[config.mk]
export PLATFORM = sky130hd
export DESIGN_NAME = next_even_smooth_multiple_flat
export DESIGN_NICKNAME = d
export VERILOG_FILES = /design/src/rtl/nesm_pkg.sv /design/src/rtl/nesm_req_if.sv /design/src/rtl/nesm_rsp_if.sv /design/src/rtl/nesm_div_const.sv /design/src/rtl/nesm_datapath.sv /design/src/rtl/nesm_ctrl.sv /design/src/rtl/next_even_smooth_multiple.sv /design/src/flat_wrapper.sv
export SDC_FILE = /design/constraint.sdc
export NUM_CORES = 1
export LEC_CHECK = 0
export BUFFER_PORTS_ARGS = -buffer_cell sky130_fd_sc_hd__buf_4
export CAP_MARGIN = 30
export CORE_UTILIZATION = 61
export DETAILED_ROUTE_END_ITERATION = 12
export PLACE_DENSITY = 0.79
export SYNTH_ARGS = -nofsm -noshare
export SYNTH_HDL_FRONTEND = slang
export SYNTH_SLANG_ARGS = --single-unit
[constraint.sdc]
create_clock -name clk -period 7.7 [get_ports clk]
set_input_delay 0.385 -clock clk [delete_from_list [all_inputs] [get_ports clk]]
set_output_delay 0.385 -clock clk [all_outputs]
set_load 0.02 [all_outputs]
[src/rtl/nesm_pkg.sv]
// Shared types and constants for the next even smooth multiple block.
package nesm_pkg;

    localparam int STATUS_WIDTH = 2;

    localparam logic [STATUS_WIDTH-1:0] ST_OK       = 2'd0;
    localparam logic [STATUS_WIDTH-1:0] ST_OVERFLOW = 2'd1;
    localparam logic [STATUS_WIDTH-1:0] ST_DIV_ZERO = 2'd2;

    // Odd factors taken out of the divisor by exact division.
    localparam logic [3:0] FACTOR_THREE = 4'd3;
    localparam logic [3:0] FACTOR_FIVE  = 4'd5;

    typedef enum logic [2:0] {
        S_IDLE,
        S_CLASSIFY,
        S_STRIP2,
        S_DIV_START,
        S_DIV_WAIT,
        S_CHECK,
        S_SEARCH,
        S_DONE
    } state_t;

    typedef enum logic [1:0] {
        RES_TWO,
        RES_DIV_ZERO,
        RES_OVERFLOW,
        RES_SEARCH
    } res_t;

    typedef struct packed {
        logic load_item;
        logic shift2;
        logic div_start;
        logic div_take;
        logic sel_five;
        logic search_init;
        logic search_step;
        logic out_load;
        res_t res;
    } cmd_t;

    typedef struct packed {
        logic at_most_two;
        logic b_zero;
        logic lo_over;
        logic b_even;
        logic div_done;
        logic rem_zero;
        logic five;
        logic b_is_one;
        logic step_more;
    } sts_t;

endpackage

[src/rtl/nesm_req_if.sv]
// Request channel: target and divisor with a valid/ready handshake.
interface nesm_req_if #(
    parameter int VALUE_WIDTH   = 32,
    parameter int DIVISOR_WIDTH = 12
);
    logic                            valid;
    logic                            ready;
    logic signed [VALUE_WIDTH-1:0]   target;
    logic        [DIVISOR_WIDTH-1:0] divisor;

    modport source (output valid, output target, output divisor, input ready);
    modport sink   (input valid, input target, input divisor, output ready);
endinterface

[src/rtl/nesm_rsp_if.sv]
// Response channel: smooth value and status with a valid/ready handshake.
interface nesm_rsp_if #(
    parameter int VALUE_WIDTH = 32
);
    logic                   valid;
    logic                   ready;
    logic [VALUE_WIDTH-2:0] smooth_value;
    logic [1:0]             status;

    modport source (output valid, output smooth_value, output status, input ready);
    modport sink   (input valid, input smooth_value, input status, output ready);
endinterface

[src/rtl/nesm_div_const.sv]
// Exact division by the constant three or five through multiplication by the modular inverse.
module nesm_div_const #(
    parameter int DIVISOR_WIDTH = 12
) (
    input  logic                     clk,
    input  logic                     rst_n,
    input  logic                     start,
    input  logic                     five,
    input  logic [DIVISOR_WIDTH-1:0] dividend,
    output logic                     done,
    output logic                     rem_zero,
    output logic [DIVISOR_WIDTH-1:0] quotient
);

    // Inverse of an odd constant modulo 2^64; every round doubles the correct low bits.
    function automatic logic [63:0] inverse_of(input logic [63:0] d);
        logic [63:0] x;
        x = d;
        for (int n = 0; n < 6; n++)
        begin
            x = x * (64'd2 - d * x);
        end
        return x;
    endfunction

    localparam logic [63:0] WORD_MASK = (64'd1 << DIVISOR_WIDTH) - 64'd1;
    localparam logic [DIVISOR_WIDTH-1:0] INV_THREE =
        DIVISOR_WIDTH'(inverse_of(64'(nesm_pkg::FACTOR_THREE)));
    localparam logic [DIVISOR_WIDTH-1:0] INV_FIVE =
        DIVISOR_WIDTH'(inverse_of(64'(nesm_pkg::FACTOR_FIVE)));
    localparam logic [DIVISOR_WIDTH-1:0] MAX_Q_THREE =
        DIVISOR_WIDTH'(WORD_MASK / 64'(nesm_pkg::FACTOR_THREE));
    localparam logic [DIVISOR_WIDTH-1:0] MAX_Q_FIVE =
        DIVISOR_WIDTH'(WORD_MASK / 64'(nesm_pkg::FACTOR_FIVE));

    logic [DIVISOR_WIDTH-1:0] quo_reg, quo_next;
    logic                     zero_reg, zero_next;
    logic                     done_reg;
    logic [DIVISOR_WIDTH-1:0] inverse;
    logic [DIVISOR_WIDTH-1:0] limit;
    logic [DIVISOR_WIDTH-1:0] product;

    // For a multiple of the factor the product is the exact quotient; for
    // anything else it lands above the largest quotient a word can have.
    assign inverse = five ? INV_FIVE : INV_THREE;
    assign limit   = five ? MAX_Q_FIVE : MAX_Q_THREE;
    assign product = dividend * inverse;

    always_comb
    begin
        quo_next  = quo_reg;
        zero_next = zero_reg;
        if (start)
        begin
            quo_next  = product;
            zero_next = (product <= limit);
        end
    end

    always_ff @(posedge clk or negedge rst_n)
    begin
        if (!rst_n)
        begin
            done_reg <= 1'b0;
        end
        else
        begin
            done_reg <= start;
        end
    end

    always_ff @(posedge clk)
    begin
        quo_reg  <= quo_next;
        zero_reg <= zero_next;
    end

    assign done     = done_reg;
    assign rem_zero = zero_reg;
    assign quotient = quo_reg;

endmodule

[src/rtl/nesm_datapath.sv]
// Datapath: divisor factoring, smooth candidate walk, best match and result register.
module nesm_datapath #(
    parameter int VALUE_WIDTH   = 32,
    parameter int DIVISOR_WIDTH = 12
) (
    input  logic                             clk,
    input  logic                             rst_n,
    input  nesm_pkg::cmd_t                   cmd,
    output nesm_pkg::sts_t                   sts,
    input  logic signed [VALUE_WIDTH-1:0]    target,
    input  logic        [DIVISOR_WIDTH-1:0]  divisor,
    output logic        [VALUE_WIDTH-2:0]    smooth_value,
    output logic        [nesm_pkg::STATUS_WIDTH-1:0] status
);

    localparam int CW    = VALUE_WIDTH - 1;
    localparam int EXP_W = $clog2(VALUE_WIDTH + DIVISOR_WIDTH);
    localparam logic [CW+2:0] MAXV = {3'b000, {CW{1'b1}}};

    logic [VALUE_WIDTH-1:0]   lo_reg, lo_next;
    logic                     small_reg, small_next;
    logic [DIVISOR_WIDTH-1:0] b_reg, b_next;
    logic [EXP_W-1:0]         e2_reg, e2_next, e3_reg, e3_next, e5_reg, e5_next;
    logic                     five_reg, five_next;
    logic [CW-1:0]            a_reg, a_next, m_reg, m_next, c_reg, c_next;
    logic [EXP_W-1:0]         i_reg, i_next, j_reg, j_next, k_reg, k_next;
    logic [CW-1:0]            best_reg, best_next;
    logic                     found_reg, found_next;
    logic [CW-1:0]            value_reg, value_next;
    logic [nesm_pkg::STATUS_WIDTH-1:0] status_reg, status_next;

    logic                     div_done;
    logic                     rem_zero;
    logic [DIVISOR_WIDTH-1:0] quotient;

    logic [CW+2:0] c5;
    logic [CW+1:0] m3;
    logic [CW:0]   a2;
    logic          ok5, ok3, ok2;
    logic          hit;

    nesm_div_const #(
        .DIVISOR_WIDTH (DIVISOR_WIDTH)
    ) u_div (
        .clk      (clk),
        .rst_n    (rst_n),
        .start    (cmd.div_start),
        .five     (five_reg),
        .dividend (b_reg),
        .done     (div_done),
        .rem_zero (rem_zero),
        .quotient (quotient)
    );

    assign c5  = {1'b0, c_reg, 2'b00} + {3'b000, c_reg};
    assign m3  = {1'b0, m_reg, 1'b0} + {2'b00, m_reg};
    assign a2  = {a_reg, 1'b0};
    assign ok5 = (c5 <= MAXV);
    assign ok3 = (m3 <= MAXV[CW+1:0]);
    assign ok2 = (a2 <= MAXV[CW:0]);

    // A candidate 2^i 3^j 5^k is a multiple of the divisor when every exponent
    // covers that of the divisor and nothing else is left of the divisor.
    assign hit = ({1'b0, c_reg} >= lo_reg) && (i_reg >= e2_reg) && (j_reg >= e3_reg)
               && (k_reg >= e5_reg) && (!found_reg || (c_reg < best_reg));

    always_comb
    begin
        lo_next     = lo_reg;
        small_next  = small_reg;
        b_next      = b_reg;
        e2_next     = e2_reg;
        e3_next     = e3_reg;
        e5_next     = e5_reg;
        five_next   = five_reg;
        a_next      = a_reg;
        m_next      = m_reg;
        c_next      = c_reg;
        i_next      = i_reg;
        j_next      = j_reg;
        k_next      = k_reg;
        best_next   = best_reg;
        found_next  = found_reg;
        value_next  = value_reg;
        status_next = status_reg;

        if (cmd.load_item)
        begin
            // Anything at or below two, negatives included, answers two.
            small_next = target[VALUE_WIDTH-1]
                       || ((target[VALUE_WIDTH-2:2] == '0) && (target[1:0] != 2'b11));
            lo_next    = $unsigned(target)
                       + {{(VALUE_WIDTH-1){1'b0}}, target[0]};
            b_next     = divisor;
            e2_next    = '0;
            e3_next    = '0;
            e5_next    = '0;
            five_next  = 1'b0;
        end

        if (cmd.shift2)
        begin
            b_next  = {1'b0, b_reg[DIVISOR_WIDTH-1:1]};
            e2_next = e2_reg + EXP_W'(1);
        end

        if (cmd.div_take)
        begin
            b_next = quotient;
            if (five_reg)
            begin
                e5_next = e5_reg + EXP_W'(1);
            end
            else
            begin
                e3_next = e3_reg + EXP_W'(1);
            end
        end

        if (cmd.sel_five)
        begin
            five_next = 1'b1;
        end

        if (cmd.search_init)
        begin
            a_next     = CW'(2);
            m_next     = CW'(2);
            c_next     = CW'(2);
            i_next     = EXP_W'(1);
            j_next     = '0;
            k_next     = '0;
            found_next = 1'b0;
        end

        if (cmd.search_step)
        begin
            if (hit)
            begin
                best_next  = c_reg;
                found_next = 1'b1;
            end
            if (ok5)
            begin
                c_next = c5[CW-1:0];
                k_next = k_reg + EXP_W'(1);
            end
            else if (ok3)
            begin
                m_next = m3[CW-1:0];
                c_next = m3[CW-1:0];
                j_next = j_reg + EXP_W'(1);
                k_next = '0;
            end
            else if (ok2)
            begin
                a_next = a2[CW-1:0];
                m_next = a2[CW-1:0];
                c_next = a2[CW-1:0];
                i_next = i_reg + EXP_W'(1);
                j_next = '0;
                k_next = '0;
            end
        end

        if (cmd.out_load)
        begin
            case (cmd.res)
                nesm_pkg::RES_TWO:
                begin
                    value_next  = CW'(2);
                    status_next = nesm_pkg::ST_OK;
                end
                nesm_pkg::RES_DIV_ZERO:
                begin
                    value_next  = '0;
                    status_next = nesm_pkg::ST_DIV_ZERO;
                end
                nesm_pkg::RES_SEARCH:
                begin
                    value_next  = found_reg ? best_reg : '0;
                    status_next = found_reg ? nesm_pkg::ST_OK : nesm_pkg::ST_OVERFLOW;
                end
                default:
                begin
                    value_next  = '0;
                    status_next = nesm_pkg::ST_OVERFLOW;
                end
            endcase
        end
    end

    always_ff @(posedge clk)
    begin
        lo_reg     <= lo_next;
        small_reg  <= small_next;
        b_reg      <= b_next;
        e2_reg     <= e2_next;
        e3_reg     <= e3_next;
        e5_reg     <= e5_next;
        five_reg   <= five_next;
        a_reg      <= a_next;
        m_reg      <= m_next;
        c_reg      <= c_next;
        i_reg      <= i_next;
        j_reg      <= j_next;
        k_reg      <= k_next;
        best_reg   <= best_next;
        found_reg  <= found_next;
        value_reg  <= value_next;
        status_reg <= status_next;
    end

    always_comb
    begin
        sts.at_most_two = small_reg;
        sts.b_zero      = (b_reg == '0);
        sts.lo_over     = lo_reg[VALUE_WIDTH-1];
        sts.b_even      = !b_reg[0];
        sts.div_done    = div_done;
        sts.rem_zero    = rem_zero;
        sts.five        = five_reg;
        sts.b_is_one    = (b_reg == DIVISOR_WIDTH'(1));
        sts.step_more   = ok5 || ok3 || ok2;
    end

    assign smooth_value = value_reg;
    assign status       = status_reg;

endmodule

[src/rtl/nesm_ctrl.sv]
// Controller state machine: sequences classification, factoring, search and the response.
module nesm_ctrl (
    input  logic           clk,
    input  logic           rst_n,
    input  logic           req_valid,
    output logic           req_ready,
    output logic           rsp_valid,
    input  logic           rsp_ready,
    input  nesm_pkg::sts_t sts,
    output nesm_pkg::cmd_t cmd
);

    nesm_pkg::state_t state_reg, state_next;
    nesm_pkg::res_t   res_reg, res_next;
    logic             valid_reg, valid_next;
    logic             slot_free;

    assign slot_free = !valid_reg || rsp_ready;

    always_comb
    begin
        state_next = state_reg;
        res_next   = res_reg;
        unique case (state_reg)
            nesm_pkg::S_IDLE:
            begin
                if (req_valid)
                begin
                    state_next = nesm_pkg::S_CLASSIFY;
                end
            end
            nesm_pkg::S_CLASSIFY:
            begin
                if (sts.at_most_two)
                begin
                    res_next   = nesm_pkg::RES_TWO;
                    state_next = nesm_pkg::S_DONE;
                end
                else if (sts.b_zero)
                begin
                    res_next   = nesm_pkg::RES_DIV_ZERO;
                    state_next = nesm_pkg::S_DONE;
                end
                else if (sts.lo_over)
                begin
                    res_next   = nesm_pkg::RES_OVERFLOW;
                    state_next = nesm_pkg::S_DONE;
                end
                else
                begin
                    state_next = nesm_pkg::S_STRIP2;
                end
            end
            nesm_pkg::S_STRIP2:
            begin
                if (!sts.b_even)
                begin
                    state_next = nesm_pkg::S_DIV_START;
                end
            end
            nesm_pkg::S_DIV_START:
            begin
                state_next = nesm_pkg::S_DIV_WAIT;
            end
            nesm_pkg::S_DIV_WAIT:
            begin
                if (sts.div_done)
                begin
                    if (sts.rem_zero || !sts.five)
                    begin
                        state_next = nesm_pkg::S_DIV_START;
                    end
                    else
                    begin
                        state_next = nesm_pkg::S_CHECK;
                    end
                end
            end
            nesm_pkg::S_CHECK:
            begin
                // A divisor with any other prime factor has no smooth multiple.
                if (sts.b_is_one)
                begin
                    state_next = nesm_pkg::S_SEARCH;
                end
                else
                begin
                    res_next   = nesm_pkg::RES_OVERFLOW;
                    state_next = nesm_pkg::S_DONE;
                end
            end
            nesm_pkg::S_SEARCH:
            begin
                if (!sts.step_more)
                begin
                    res_next   = nesm_pkg::RES_SEARCH;
                    state_next = nesm_pkg::S_DONE;
                end
            end
            nesm_pkg::S_DONE:
            begin
                if (slot_free)
                begin
                    state_next = nesm_pkg::S_IDLE;
                end
            end
            default:
            begin
                state_next = nesm_pkg::S_IDLE;
            end
        endcase
    end

    always_comb
    begin
        cmd       = '0;
        cmd.res   = res_reg;
        req_ready = 1'b0;
        unique case (state_reg)
            nesm_pkg::S_IDLE:
            begin
                req_ready     = 1'b1;
                cmd.load_item = req_valid;
            end
            nesm_pkg::S_STRIP2:
            begin
                cmd.shift2 = sts.b_even;
            end
            nesm_pkg::S_DIV_START:
            begin
                cmd.div_start = 1'b1;
            end
            nesm_pkg::S_DIV_WAIT:
            begin
                cmd.div_take = sts.div_done && sts.rem_zero;
                cmd.sel_five = sts.div_done && !sts.rem_zero && !sts.five;
            end
            nesm_pkg::S_CHECK:
            begin
                cmd.search_init = sts.b_is_one;
            end
            nesm_pkg::S_SEARCH:
            begin
                cmd.search_step = 1'b1;
            end
            nesm_pkg::S_DONE:
            begin
                cmd.out_load = slot_free;
            end
            default:
            begin
                cmd = '0;
            end
        endcase
    end

    always_comb
    begin
        valid_next = valid_reg;
        if (cmd.out_load)
        begin
            valid_next = 1'b1;
        end
        else if (rsp_ready)
        begin
            valid_next = 1'b0;
        end
    end

    always_ff @(posedge clk or negedge rst_n)
    begin
        if (!rst_n)
        begin
            state_reg <= nesm_pkg::S_IDLE;
            res_reg   <= nesm_pkg::RES_TWO;
            valid_reg <= 1'b0;
        end
        else
        begin
            state_reg <= state_next;
            res_reg   <= res_next;
            valid_reg <= valid_next;
        end
    end

    assign rsp_valid = valid_reg;

endmodule

[src/rtl/next_even_smooth_multiple.sv]
// Finds the smallest even multiple of a divisor, at least a target, with no
// prime factor above five. One request is worked on at a time. A request is
// first loaded and then classified; targets of two or less, a zero divisor or a
// target beyond range finish there. Otherwise the divisor is factored: factors
// of two are shifted out one at a time, with one more step to find it odd; then
// each exact division by three or five takes a start and a wait state (one more
// trial than there are factors, for each of the two), and a check sees whether
// anything else is left of it. The search then walks every even 5-smooth number
// up to 2^(VALUE_WIDTH-1) - 1, one a cycle, and this walk sets the overall time.
// The result waits in an output register, and a new request is taken while it
// waits.
module next_even_smooth_multiple #(
    parameter int VALUE_WIDTH   = 32,
    parameter int DIVISOR_WIDTH = 12
) (
    input  logic        clk,
    input  logic        rst_n,
    nesm_req_if.sink    request,
    nesm_rsp_if.source  response
);

    nesm_pkg::cmd_t cmd;
    nesm_pkg::sts_t sts;

    nesm_ctrl u_ctrl (
        .clk       (clk),
        .rst_n     (rst_n),
        .req_valid (request.valid),
        .req_ready (request.ready),
        .rsp_valid (response.valid),
        .rsp_ready (response.ready),
        .sts       (sts),
        .cmd       (cmd)
    );

    nesm_datapath #(
        .VALUE_WIDTH   (VALUE_WIDTH),
        .DIVISOR_WIDTH (DIVISOR_WIDTH)
    ) u_datapath (
        .clk          (clk),
        .rst_n        (rst_n),
        .cmd          (cmd),
        .sts          (sts),
        .target       (request.target),
        .divisor      (request.divisor),
        .smooth_value (response.smooth_value),
        .status       (response.status)
    );

endmodule
[src/flat_wrapper.sv]
// flat-port wrapper written by rule: the top's interface ports become plain ports
module next_even_smooth_multiple_flat 
#(
    parameter int VALUE_WIDTH   = 32,
    parameter int DIVISOR_WIDTH = 12
)
  (clk, rst_n, request_valid, request_target, request_divisor, request_ready, response_valid, response_smooth_value, response_status, response_ready);
  nesm_req_if #(.VALUE_WIDTH(VALUE_WIDTH), .DIVISOR_WIDTH(DIVISOR_WIDTH)) request_i ();
  nesm_rsp_if #(.VALUE_WIDTH(VALUE_WIDTH)) response_i ();
  input  logic clk;
  input  logic rst_n;
  input wire logic [$bits(request_i.valid)-1:0] request_valid;
  input wire logic [$bits(request_i.target)-1:0] request_target;
  input wire logic [$bits(request_i.divisor)-1:0] request_divisor;
  output wire logic [$bits(request_i.ready)-1:0] request_ready;
  output wire logic [$bits(response_i.valid)-1:0] response_valid;
  output wire logic [$bits(response_i.smooth_value)-1:0] response_smooth_value;
  output wire logic [$bits(response_i.status)-1:0] response_status;
  input wire logic [$bits(response_i.ready)-1:0] response_ready;
  assign request_i.valid = request_valid;
  assign request_i.target = request_target;
  assign request_i.divisor = request_divisor;
  assign request_ready = request_i.ready;
  assign response_valid = response_i.valid;
  assign response_smooth_value = response_i.smooth_value;
  assign response_status = response_i.status;
  assign response_i.ready = response_ready;
  next_even_smooth_multiple #(.VALUE_WIDTH(VALUE_WIDTH), .DIVISOR_WIDTH(DIVISOR_WIDTH)) u_core (.clk(clk), .rst_n(rst_n), .request(request_i), .response(response_i));
endmodule
==> flow_metrics.py <==
metrics = {
    "setup_path": {
        "reg2regPathDepth": 24,
        "path_cells": "nor2b_1, or2_2, ha_1, ha_1, ha_1, inv_1, fa_1, inv_1, ha_1, inv_1, fa_1, inv_1, a21oi_1, o21bai_1, a21o_1, a21oi_1, xnor2_1, ha_1, nand3_1, nor4_1, a31oi_1, nor2_1, a21oi_1, nor2_1",
        "crit_path_end_kind": "flop",
        "slowest_delay_ns": 1.00,
        "cp.arrival_ns": 5.77,
        "crit_path_frequent_cell": "ha_1",
        "crit_slowest_cell": "dfxtp_1",
        "r2r-start": "u_core.u_datapath.five_reg",
        "critPathMaxFanout": 28,
        "worst_ep_required_time_ns": 7.99,
        "reg2reg_to": "u_core.u_datapath.u_div.rem_zero",
        "startpoint_type": "flop",
        "r2r_slack_ns": 2.22,
        "critPathKind": "reg -> reg",
    },
    "yosys": {
        "avgSynthCellArea_um2": 9.05,
        "synth_top_family_by_area": "compound AO/OA/AOI/OAI gates",
        "synth_xor_area_share_pct": 4.98,
        "ys_ff_latch": 259,
        "async_reset_ff_share_pct": 2.70,
        "synth.net_count": 2312,
        "synth_compound_gate_area_share_pct": 19.2,
        "ys_types": 94,
        "yosys-top-cells-area": "edfxtp_1, ha_1, dfxtp_1",
        "synthMuxAreaShare_pct": 1.67,
        "netlist_instances": 2040,
        "synth-adder-area-share_pct": 16.1,
        "post-synth-top-area-cell": "edfxtp_1",
        "syn_area_um2": 18500,
        "synth_edf_count": 130,
        "synth_simple_gate_area_share_pct": 17.5,
        "synth_seq_area_share_pct": 35.3,
        "ys_warn_count": 0,
        "synth_flop_cell": "edfxtp_1",
        "synth_top_area_share_pct": 21.1,
    },
    "cts": {
        "cts_tree": "built",
        "cts_max_level": 1,
        "clock-sinks": 259,
        "clk_latency_ns": 0.55,
        "cts_buffers": 28,
        "cts_buffer_depth": 3,
        "ctsRootBufferMaster": "clkbuf_16",
        "clk_pin_slew_ns": 0.06,
    },
    "final_layout": {
        "final_common_cell": "nand2_1",
        "antenna_cells": 0,
        "mostFrequentLayoutCells": "nand2_1, ha_1, inv_1, edfxtp_1, dfxtp_1",
        "nets": 2359,
        "layout-drive-gt1-share_pct": 8.92,
        "final_cell_count_no_fill": 2498,
        "synthToLayoutAreaGrowth_pct": 10.2,
    },
    "pwr": {
        "irDropWorstVdd_uv": 136,
        "switching_share_pct": 20.4,
        "power_switching_uw": 583,
        "total_power_uw": 2850,
        "leakage_uw": 0.00909,
        "power_density_nw_per_um2": 140,
        "p_seq_share_pct": 50.5,
        "internal_power_uw": 2270,
        "pwr-share-clk_pct": 48.0,
        "combPwrFrac_pct": 1.6,
    },
    "place": {
        "hpwl_um": 37000,
        "gp_congestion": 0.931,
        "place_ws_ns": 2.31,
        "port_buffers": 82,
        "placed_cells": 2443,
    },
    "hold_path": {
        "min_path_cells": 2,
        "hold_class": "in -> reg",
        "hp-start": "request_target[4]",
        "hold_end": "u_core.u_datapath.lo_reg[4]",
    },
    "flow_run": {
        "cap_violations": 0,
    },
    "floorplan": {
        "start_util_pct": 62.1,
        "pin_count": 83,
        "die-area_um2": 31000,
        "core.rowCount": 63,
        "dieHeight_um": 176,
        "core_um2": 29700,
        "die_x_um": 176,
    },
    "sta": {
        "tightest_slew_ns": 1.07,
        "setup_slack_ns": 2.22,
        "period_minus_slack_ns": 5.48,
        "tns_ns": 0,
        "timing.fmax_mhz": 182,
        "clock_skew_ns": 0.0106,
        "finalCritPeriodShare_pct": 71.2,
        "slew_violations": 0,
        "hold_violations": 0,
        "relSlewSlack_pct": 28.3,
        "setup_violations": 0,
        "rsz0062_at_grt": "false",
    },
    "grt": {
        "overflow": 0,
        "grt_use_total_pct": 31.9,
        "grt_pass1_wl_um": 79400,
        "antenna_found_initial": 0,
        "first_global_vias": 15300,
        "grt_max_degree": 84,
    },
    "detailed_routing": {
        "ant_nets": 0,
        "drt-total-wl_um": 49000,
        "vias_per_cell": 6.26,
        "route.vias.total": 15600,
        "drtIter0Drc": 1357,
        "drc": 0,
        "first_pass_iters": 5,
        "wl_per_cell_um": 19.6,
    },
    "status": {
        "outcome": "completed",
    },
}
==> routing by layer <==
layer | track usage (%) | part of all wire (%)
met2 | 55.6 | 49
met4 | 11.1 | 3.5
met5 | 0 | 0
met3 | 3.08 | 5.7
met1 | 41.4 | 42
==> worst max-delay path: cells and delay by family, from the launching register on <==
kind / cells / cell delay (ns)
buffers and inverters: 4 / 0.27
and+or+nand+nor: 6 / 0.76
adders and majority gates: 7 / 2.20
DFF: 1 / 1.00
xor gates and xnor gates: 1 / 0.23
AOI/OAI and AO/OA: 6 / 0.77
==> kinds of logic (layout without fill, tap and decap cells) <==
kind of cell	count (synthesis)	count (layout)
AOI/OAI and AO/OA	527	527
and+or+nand+nor	652	652
adders and majority gates	224	224
xor gates and xnor gates	105	105
buffers and inverters	243	311
DFF	259	259
muxes	30	30
==> synthesized netlist by cell type (all sizes together), types with 19 or more instances <==
master,n
nand4,36
nor2,104
nor2b,29
nor3,59
xnor2,72
a22oi,37
a211oi,21
xor2,33
mux2i,24
buf,33
ha,202
a21oi,111
nand2,216
a21o,59
and3,35
dfxtp,122
edfxtp,130
o22ai,19
o21ai,117
inv,159
clkbuf,51
fa,22
nand3,67
==> power groups by stage <==
stage	Combinational, uW	Sequential, uW	Clock [uW]
floorplan	13.3	1470	0
global placement	42.7	1470	0
detailed placement	43.8	1470	0
CTS	44.6	1440	1380
global route	48.6	1440	1430
finish	45.0	1440	1370
==> repair_timing <==
item | 4_1_cts | 5_1_grt
buffers inserted | 0 | 0
gates resized for setup | 0 | 0
hold buffers | 1 | 0
hold endpoints to repair | 7 | 0
==> area by class of cell <==
type                            count  area (um2)
Multi-Input combinational cell   1538       11000
Fill cell                        2377        9360
Sequential cell                   259        6520
Timing Repair Buffer              101         832
Clock buffer                       35         768
Inverter                          159         597
Tap cell                          390         488
Clock inverter                     16         163
==> how the worst max path moves through the flow <==
stage / startpoint / to / depth (start not counted)
final: u_core.u_datapath.five_reg / u_core.u_datapath.u_div.rem_zero / 24
after global routing: u_core.u_datapath.five_reg / u_core.u_datapath.u_div.rem_zero / 21
after CTS: u_core.u_datapath.five_reg / u_core.u_datapath.u_div.rem_zero / 21
after detailed placement: u_core.u_datapath.five_reg / u_core.u_datapath.u_div.rem_zero / 19
after global placement: u_core.u_datapath.five_reg / u_core.u_datapath.u_div.rem_zero / 19
after floorplan: u_core.u_datapath.five_reg / u_core.u_datapath.u_div.rem_zero / 23
==> per-stage QoR <==
stage          instance area [um2]  util [%]  hold WS (ns)
6_report                     20400      68.5         0.145
2_1_floorplan                18500         -        0.0894
4_1_cts                      20300      68.2         0.133
5_1_grt                      20400      68.5         0.138
3_5_place_dp                 19300      65.1         0.205
3_3_place_gp                 19300      64.9         0.200
Power figures use the tool's default switching activity.
